## src/first_fit_aligned_range_allocator_unit_assert.svh

```systemverilog
// assertion macros for the range allocator
`ifndef FIRST_FIT_ALIGNED_RANGE_ALLOCATOR_UNIT_ASSERT_SVH
`define FIRST_FIT_ALIGNED_RANGE_ALLOCATOR_UNIT_ASSERT_SVH

`ifndef ASSERT_OFF
`define FFAR_ASSERT_IMPLY(label, clk, rst, ante, cons) \
  label: assert property (@(posedge clk) disable iff (rst) (ante) |-> (cons)) \
    else $error("implication violated");
`define FFAR_ASSERT_NEXT(label, clk, rst, ante, cons) \
  label: assert property (@(posedge clk) disable iff (rst) (ante) |=> (cons)) \
    else $error("next-cycle check violated");
`else
`define FFAR_ASSERT_IMPLY(label, clk, rst, ante, cons)
`define FFAR_ASSERT_NEXT(label, clk, rst, ante, cons)
`endif

`endif

```

## src/ffar_pkg.sv

```systemverilog
`timescale 1ns / 1ps
`default_nettype none
package ffar_pkg;

  // command codes
  localparam logic [1:0] OP_ALLOC = 2'd0;
  localparam logic [1:0] OP_FREE  = 2'd1;
  localparam logic [1:0] OP_CLEAR = 2'd2;
  localparam logic [1:0] OP_RSVD  = 2'd3;

  // status codes
  localparam logic [2:0] ST_OK         = 3'd0;
  localparam logic [2:0] ST_BAD_ARG    = 3'd1;
  localparam logic [2:0] ST_NO_FIT     = 3'd2;
  localparam logic [2:0] ST_TABLE_FULL = 3'd3;
  localparam logic [2:0] ST_NOT_FOUND  = 3'd4;

  // operations broadcast to the cell row
  typedef enum logic [2:0] {
    C_NOP  = 3'd0,
    C_WR   = 3'd1,
    C_INS  = 3'd2,
    C_DEL  = 3'd3,
    C_CLR  = 3'd4,
    C_PREP = 3'd5
  } cell_op_t;

  typedef struct packed {
    cell_op_t op;
    logic     alloc;   // token match mode: fit test, else exact used match
    logic     dfree;   // free flag of the written entry
    logic     dvalid;  // clear: entry 0 present
  } cell_cmd_t;

endpackage
`default_nettype wire

```

## src/ffar_cell.sv

```systemverilog
`timescale 1ns / 1ps
`default_nettype none
module ffar_cell import ffar_pkg::*; #(
  parameter int IDX       = 0,
  parameter int PW        = 6,
  parameter int AW        = 32,
  parameter logic [AW-1:0] RST_LEN = '0
) (
  input  wire logic            clk,
  input  wire logic            rst,
  input  wire cell_cmd_t       cmd,
  input  wire logic [PW-1:0]   pos,
  input  wire logic [AW-1:0]   d_start,
  input  wire logic [AW-1:0]   d_len,
  input  wire logic [31:0]     q_len,
  input  wire logic [31:0]     q_off,
  input  wire logic [31:0]     q_mask,
  input  wire logic            l_valid,
  input  wire logic            l_free,
  input  wire logic [AW-1:0]   l_start,
  input  wire logic [AW-1:0]   l_len,
  input  wire logic            r_valid,
  input  wire logic            r_free,
  input  wire logic [AW-1:0]   r_start,
  input  wire logic [AW-1:0]   r_len,
  output logic                 valid,
  output logic                 free,
  output logic [AW-1:0]        start,
  output logic [AW-1:0]        len,
  input  wire logic            ti_v,
  input  wire logic            ti_hit,
  input  wire logic            ti_lfr,
  input  wire logic [AW-1:0]   ti_ls,
  input  wire logic [AW-1:0]   ti_ll,
  input  wire logic [PW-1:0]   ti_idx,
  input  wire logic [AW-1:0]   ti_fs,
  input  wire logic [AW-1:0]   ti_fl,
  input  wire logic [((AW > 32) ? AW : 32)+1:0] ti_fa,
  input  wire logic            ti_nd,
  input  wire logic            ti_nfr,
  input  wire logic [AW-1:0]   ti_nl,
  output logic                 to_v,
  output logic                 to_hit,
  output logic                 to_lfr,
  output logic [AW-1:0]        to_ls,
  output logic [AW-1:0]        to_ll,
  output logic [PW-1:0]        to_idx,
  output logic [AW-1:0]        to_fs,
  output logic [AW-1:0]        to_fl,
  output logic [((AW > 32) ? AW : 32)+1:0] to_fa,
  output logic                 to_nd,
  output logic                 to_nfr,
  output logic [AW-1:0]        to_nl
);

  localparam int DW = ((AW > 32) ? AW : 32) + 2;
  localparam logic [PW-1:0] ME = PW'(IDX);

  logic [DW-1:0] a_r;
  logic [DW-1:0] e_w;
  logic [DW-1:0] bend_w;
  logic          fit;
  logic          hit_here;

  always_comb begin
    e_w      = a_r + DW'(q_len);
    bend_w   = DW'(start) + DW'(len);
    fit      = (e_w <= bend_w);
    hit_here = valid && (cmd.alloc ? (free && fit)
                                   : (!free && (DW'(start) == DW'(q_off))
                                            && (DW'(len) == DW'(q_len))));
  end

  // entry state
  always_ff @(posedge clk) begin
    if (rst) begin
      valid <= (IDX == 0) && (RST_LEN != '0);
      free  <= 1'b1;
      start <= '0;
      len   <= RST_LEN;
    end else begin
      case (cmd.op)
        C_WR: begin
          if (pos == ME) begin
            start <= d_start;
            len   <= d_len;
            free  <= cmd.dfree;
          end
        end
        C_INS: begin
          if (pos == ME) begin
            valid <= 1'b1;
            start <= d_start;
            len   <= d_len;
            free  <= cmd.dfree;
          end else if (ME > pos) begin
            valid <= l_valid;
            start <= l_start;
            len   <= l_len;
            free  <= l_free;
          end
        end
        C_DEL: begin
          if (ME >= pos) begin
            valid <= r_valid;
            start <= r_start;
            len   <= r_len;
            free  <= r_free;
          end
        end
        C_CLR: begin
          valid <= (IDX == 0) && cmd.dvalid;
          start <= d_start;
          len   <= d_len;
          free  <= 1'b1;
        end
        default: ;
      endcase
    end
  end

  // aligned start of this entry for the pending allocate
  always_ff @(posedge clk) begin
    if (cmd.op == C_PREP) begin
      a_r <= (DW'(start) + DW'(q_mask)) & ~DW'(q_mask);
    end
  end

  always_ff @(posedge clk) begin
    if (rst) begin
      to_v <= 1'b0;
    end else begin
      to_v <= ti_v;
    end
  end

  // search token, one cell per cycle
  always_ff @(posedge clk) begin
    to_hit <= ti_hit;
    to_lfr <= ti_lfr;
    to_ls  <= ti_ls;
    to_ll  <= ti_ll;
    to_idx <= ti_idx;
    to_fs  <= ti_fs;
    to_fl  <= ti_fl;
    to_fa  <= ti_fa;
    to_nd  <= ti_nd;
    to_nfr <= ti_nfr;
    to_nl  <= ti_nl;
    if (ti_v) begin
      if (!ti_hit) begin
        if (hit_here) begin
          to_hit <= 1'b1;
          to_idx <= ME;
          to_fs  <= start;
          to_fl  <= len;
          to_fa  <= a_r;
        end else begin
          to_lfr <= valid && free;
          to_ls  <= start;
          to_ll  <= len;
        end
      end else if (!ti_nd) begin
        to_nd  <= 1'b1;
        to_nfr <= valid && free;
        to_nl  <= len;
      end
    end
  end

endmodule
`default_nettype wire

```

## config.mk

```make
export PLATFORM = sky130hd
export DESIGN_NAME = ffar_cell
export DESIGN_NICKNAME = d
export VERILOG_FILES = /design/src/first_fit_aligned_range_allocator_unit_assert.svh /design/src/ffar_pkg.sv /design/src/ffar_cell.sv
export SDC_FILE = /design/constraint.sdc
export NUM_CORES = 1
export LEC_CHECK = 0
export BUFFER_PORTS_ARGS = -buffer_cell sky130_fd_sc_hd__buf_2
export CAP_MARGIN = 20
export CORE_AREA = 2 2 307 309
export CTS_CLUSTER_SIZE = 12
export DETAILED_ROUTE_END_ITERATION = 12
export DIE_AREA = 0 0 309 311
export PLACE_DENSITY = 0.36
export SYNTH_ARGS = -nofsm -noshare
export SYNTH_HDL_FRONTEND = slang
export SYNTH_SLANG_ARGS = --single-unit
```

## constraint.sdc

```tcl
create_clock -name clk -period 6.8 [get_ports clk]
set_input_delay 2.04 -clock clk [delete_from_list [all_inputs] [get_ports clk]]
set_output_delay 2.04 -clock clk [all_outputs]
set_load 0.1 [all_outputs]
```

After elaboration in Yosys (flattened, before gate mapping). Index checks and enable logic that the tools add are counted.

Bits in registers: 305. Bits of input ports: 511. Output and inout port bits: 271. Logic and storage cells: 98.

$add $sub $neg: 3. $lt $le $gt $ge: 3. Equal/unequal tests: 10. Multiplexer cells: 52. Bitwise logic cells: 2. Reductions and logical operators: 11.

Operators with widths (count): two-way mux 32 bit (23); case mux 32 bit (4 select lines) (2); two-way mux 34 bit (3); adder 32 x 32 -> 33 bit (2); == test 32 bit (2); adder 34 x 32 -> 34 bit (1); bitwise AND 33 x 34 -> 34 bit (1); less-or-equal comparator 34 x 33 -> 1 bit (1); NOT 32 -> 34 bit (1); two-way mux 1 bit (19); two-way mux 6 bit (3); == test 3 x 2 -> 1 bit (second input constant) (2); == test 3 bit (second input constant) (2); greater-or-equal comparator 1 x 6 -> 1 bit (first input constant) (1); > comparator 1 x 6 -> 1 bit (first input constant) (1); logical NOT 6 bit (1); logical AND 1 bit (5); != test 2 bit (second input constant) (2); case mux 1 bit (4 select lines) (1); AND reduction 4 bit (1); nonzero test 4 bit (1); == test 3 x 1 -> 1 bit (second input constant) (1); != test 3 bit (second input constant) (1); case mux 1 bit (3 select lines) (1); other kinds (3) (3).

Longest topological paths before layout.
Word-level depth: 8. Depth in mapped cells: 25. Gate-level depth less buffers: 22.

Worst setup path before layout. No wires, ideal clock.

Path kind: input-to-reg. Start point: input port q_len[0]. End point: register to_fs[0]. Data arrival time: 6.413 ns. Data required time: 6.677 ns. Path slack: 0.264 ns. Stages: 25. Path buffers: 3. Cell sequence: ha_1 -> inv_1 -> fa_1 -> nor2b_1 -> o2111ai_1 -> nand3_1 -> nand2_1 -> o21ai_0 -> a21oi_1 -> o21ba_2 -> o21ai_0 -> xor2_1 -> ha_1 -> nand4_1 -> nor2_1 -> a221o_1 -> o41ai_1 -> a21oi_1 -> nand4b_1 -> o21ai_1 -> or3b_1 -> buf_2 -> buf_6 -> buf_6 -> mux2_4.

Word-level cells in the longest chain between the ends: 8.

Ends and longest elaborated chain: start, declared (line ffar_cell.sv:15) `input wire logic [31:0] q_len,`; adder 34 x 32 -> 34 bit (line ffar_cell.sv:66) `e_w = a_r + DW'(q_len);`; less-or-equal comparator 34 x 33 -> 1 bit (line ffar_cell.sv:68) `fit = (e_w <= bend_w);`; logical AND 1 bit (line ffar_cell.sv:69) `hit_here = valid && (cmd.alloc ? (free && fit)`; two-way mux 1 bit (*) (line ffar_cell.sv:69); logical AND 1 bit (*) (line ffar_cell.sv:69); two-way mux 32 bit (*) (line ffar_cell.sv:152) `if (hit_here) begin`; two-way mux 32 bit (*) (line ffar_cell.sv:151) `if (!ti_hit) begin`; two-way mux 32 bit (*) (line ffar_cell.sv:150) `if (ti_v) begin`; end signal, assigned (line ffar_cell.sv:144) `to_fs <= ti_fs;`; end signal, assigned (line ffar_cell.sv:155) `to_fs <= start;`; end, declared (line ffar_cell.sv:48) `output logic [AW-1:0] to_fs,`.

Every way passes the cells marked *; elsewhere a longest branch is shown, timed or not. A chain may end at the register's enable or synchronous reset.

Worst setup path after layout.
Start point: input port q_len[7]. End point: register to_fa[4] (netlist name).

Word-level cells in the longest chain between the ends: 8.

Ends and longest elaborated chain: adder 34 x 32 -> 34 bit (line ffar_cell.sv:66); less-or-equal comparator 34 x 33 -> 1 bit (line ffar_cell.sv:68); logical AND 1 bit (line ffar_cell.sv:69); two-way mux 1 bit (*) (line ffar_cell.sv:69); logical AND 1 bit (*) (line ffar_cell.sv:69); two-way mux 34 bit (*) (line ffar_cell.sv:152); two-way mux 34 bit (*) (line ffar_cell.sv:151); two-way mux 34 bit (*) (line ffar_cell.sv:150); end signal, assigned (line ffar_cell.sv:146) `to_fa <= ti_fa;`; end signal, assigned (line ffar_cell.sv:157) `to_fa <= a_r;`; end, declared (line ffar_cell.sv:50) `output logic [((AW > 32) ? AW : 32)+1:0] to_fa,`.

Marks and branches as above.

==> impl_metrics.py <==
metrics = {
    "run_status": {
        "status": "finished clean",
    },
    "worst_setup_path": {
        "cpMaxStageDelayCell": "or3b_4",
        "worstSetupPathType": "in -> reg",
        "worstPathMaxFanout": 23,
        "path_buf_inv": 3,
        "end_kind": "flop",
        "worstPathArrival_ps": 7010,
        "worst_setup_path_start_kind": "input pin",
        "path_cells": "buf_2 -> ha_1 -> and3_1 -> a221o_1 -> a21oi_2 -> a21oi_2 -> a211oi_2 -> nor2_1 -> a221o_1 -> a21oi_1 -> xnor2_1 -> ha_1 -> nand3_1 -> nor4_2 -> nand4_1 -> nand3b_1 -> a21oi_2 -> nand4b_1 -> o21ai_2 -> or3b_4 -> buf_12 -> buf_12 -> mux2_2",
        "regToRegSetupSlack_ps": 700,
        "cpMostUsedCell": "a21oi_2",
        "crit_family": "compound AO/OA/AOI/OAI gates",
        "max_stage_delay_ps": 440,
        "cp.required_ps": 7290,
    },
    "yosys": {
        "synth-xor-area-share_pct": 7.040,
        "syn_area_sq_um": 17290,
        "synth_top_cell_by_area": "dfxtp_1",
        "synth_nets": 2427,
        "synthFlopType": "dfxtp_1",
        "syn_inst": 1785,
        "ys_seq_area_share_pct": 37.10,
        "synth_top_family_by_area": "compound AO/OA/AOI/OAI gates",
        "synth_compound_area_share_pct": 20.34,
        "async_flop_share_pct": 0,
        "yosysUniqueCellTypes": 69,
        "synth_edf_count": 33,
        "synth_top_area_share_pct": 31.37,
        "yosys_warnings": 0,
        "syn_area_per_cell_sq_um": 9.689,
        "synthTopCellsByArea": "dfxtp_1 31%, ha_1 9.3%, mux2_2 8.0%, edfxtp_1 5.7%, mux2_4 4.6%",
        "yosys.area_share.simple_pct": 10.42,
        "synth_adder_area_share_pct": 9.608,
        "synthMuxAreaShare_pct": 12.61,
        "yosys_register_bits": 304,
    },
    "routing": {
        "routedWlPerCell_um": 25.69,
        "vias": 18110,
        "drtIter0Drc": 894,
        "final_antenna_net_count": 0,
        "via_per_inst": 4.512,
        "wirelength_um": 103100,
        "drcViolationCount": 0,
        "drtPass1Iterations": 5,
    },
    "sta": {
        "worst-slew-pin-transition_ps": 1086,
        "rsz0062_at_grt": "false",
        "period_needed_ps": 6528,
        "finalSetupTns_ps": 0,
        "final_hold_viol_count": 0,
        "holdWs_ps": 528.7,
        "fin_crit_sh_pct": 95.99,
        "maxSlewViolCount": 0,
        "fmax_mhz": 153.2,
        "relSlewSlack_pct": 27.32,
        "setup_viol": 0,
        "clock_skew_ps": 33.09,
    },
    "placed_design": {
        "gp_congestion": 0.9041,
        "io_buffers": 779,
        "place_inst": 3921,
        "hpwl_um": 85220,
    },
    "layout": {
        "layout_common_cells": "777 x buf_2, 271 x dfxtp_1, 181 x buf_4, 136 x nor2_1",
        "drive_gt1_share_pct": 45.12,
        "multiInputGateArea_sq_um": 10510,
        "layout_commonest_cell": "buf_2",
        "instances_no_fill": 4013,
        "nFillCells": 10120,
        "area_growth_pct": 47.57,
        "regArea_sq_um": 6416,
        "fin_nets": 3357,
    },
    "clock_network": {
        "numClockSinks": 304,
        "h-tree-depth": 2,
        "root_buffer": "clkbuf_16",
        "clock_latency_ps": 610,
        "numCtsBuffers": 43,
        "ctsHoldBuffers": 0,
        "path_clk_slew_ps": 60,
        "cts_tree": "built",
        "cts_buffer_depth": 3,
    },
    "min_path": {
        "hp-class": "reg -> reg",
    },
    "grt": {
        "antenna_found_initial": 41,
        "grt_usage_pct": 20.65,
        "grt_pass1_vias": 18840,
        "grt_max_degree": 71,
        "grt_overflow": 0,
        "grt_pass1_wl_um": 140700,
    },
    "die": {
        "num_rows": 112,
        "die_height_um": 311,
        "pin_count": 782,
        "coreArea_sq_um": 92770,
        "start_util_pct": 18.64,
        "fp.dieW_um": 309,
        "dieArea_sq_um": 96100,
    },
    "flow_run": {
        "maxCapViolations": 0,
    },
    "pwr": {
        "power_density_nw_per_um2": 250.4,
        "ir_worst_vdd_mv": 0.1769,
        "p_total_mw": 6.392,
        "p_leak_nw": 12.10,
    },
}
[timing repair]
item | CTS | global route
buffers inserted | 0 | 2
setup endpoints to repair | 0 | 161
resized for setup | 0 | 16
[sequential cells by signal (all words and copies together) (netlist names)]
name,count
to_nd,1
start,32
to_nl,32
len,32
to_lfr,1
to_fl,32
to_nfr,1
to_fs,32
to_hit,1
to_ls,32
to_fa,34
a_r,33
to_ll,32
to_idx,6
free,1
to_v,1
valid,1
[kinds of logic (layout without fill, tap and decap cells)]
kind of cell    count (synthesis)  count (layout)
compound gates                531             531
simple gates                  389             389
flops                         304             304
mux                           176             176
xor+xnor                      139             139
fa+ha+maj                     131             131
buf+inv                       115            1076
other cells                     0              13
[final cells by class]
| cell class | instances | area share, % |
|---|---|---|
| sequential | 304 | 25.14 |
| antenna | 13 | 0.1275 |
| inverter | 34 | 0.5001 |
| clock buffer | 58 | 4.677 |
| timing repair buffer | 966 | 21.19 |
| clock inverter | 18 | 1.054 |
| tap | 1254 | 6.148 |
| multi-input combinational | 1366 | 41.16 |
[cells in the mapped netlist (34+ instances only)]
master,number
inv_1,34
a22oi_1,96
o211ai_1,75
xnor2_1,84
o21ai_0,131
xor2_1,55
mux2_2,123
nand2_1,102
a21o_1,52
clkbuf_1,60
ha_1,128
mux2_4,53
nor2_1,138
a21oi_1,80
dfxtp_1,271
[metal layers]
metal / part of all wire, % / wire (um) / GRT usage [%]
met3: 7.4 / 7679 / 5.353
met1: 42 / 42880 / 25.22
met5: 0.27 / 278 / 0
met4: 3.0 / 3118 / 6.189
met2: 48 / 49140 / 35.28
[metrics by stage]
stage               utilization (%)  area, sq um  setup slack (ps)
floorplan                         -        17290             263.8
global placement              25.80        23930            -675.2
detailed placement            25.80        23930            -659.6
CTS                           27.37        25390            0.6573
global route                  27.48        25500             32.64
finish                        27.51        25520             272.5
[worst reg2reg max path, delay by kind of cell, from the launching register on]
family	cells	cell delay, ps
AO/OA/AOI/OAI	8	2230
XOR/XNOR	1	140
adder cells (fa/ha/maj)	2	540
buffers and inverters	3	640
flip-flops	1	440
multiplexers	1	300
AND/OR/NAND/NOR	8	1670
[power breakdown]
| group | switching (mW) | internal, mW | leakage (nW) |
|---|---|---|---|
| Combinational | 1.41 | 0.589 | 8.80 |
| Sequential | 0.0697 | 1.93 | 2.58 |
| Clock | 0.936 | 1.46 | 0.717 |
| Total | 2.41 | 3.98 | 12.1 |
[worst paths after layout]
check / from / cells past startpoint / end
worst max-delay path: q_len[7] / 23 / to_fa[4]$_DFF_P_
worst min-delay path: a_r[0]$_DFFE_PN_ / 1 / to_fa[0]$_DFF_P_
worst max register to register: start[1]$_SDFFE_PP0P_ / 23 / to_fa[4]$_DFF_P_
worst min register to register: a_r[0]$_DFFE_PN_ / 1 / to_fa[0]$_DFF_P_
Note: power is estimated with default switching activity, not from simulation.
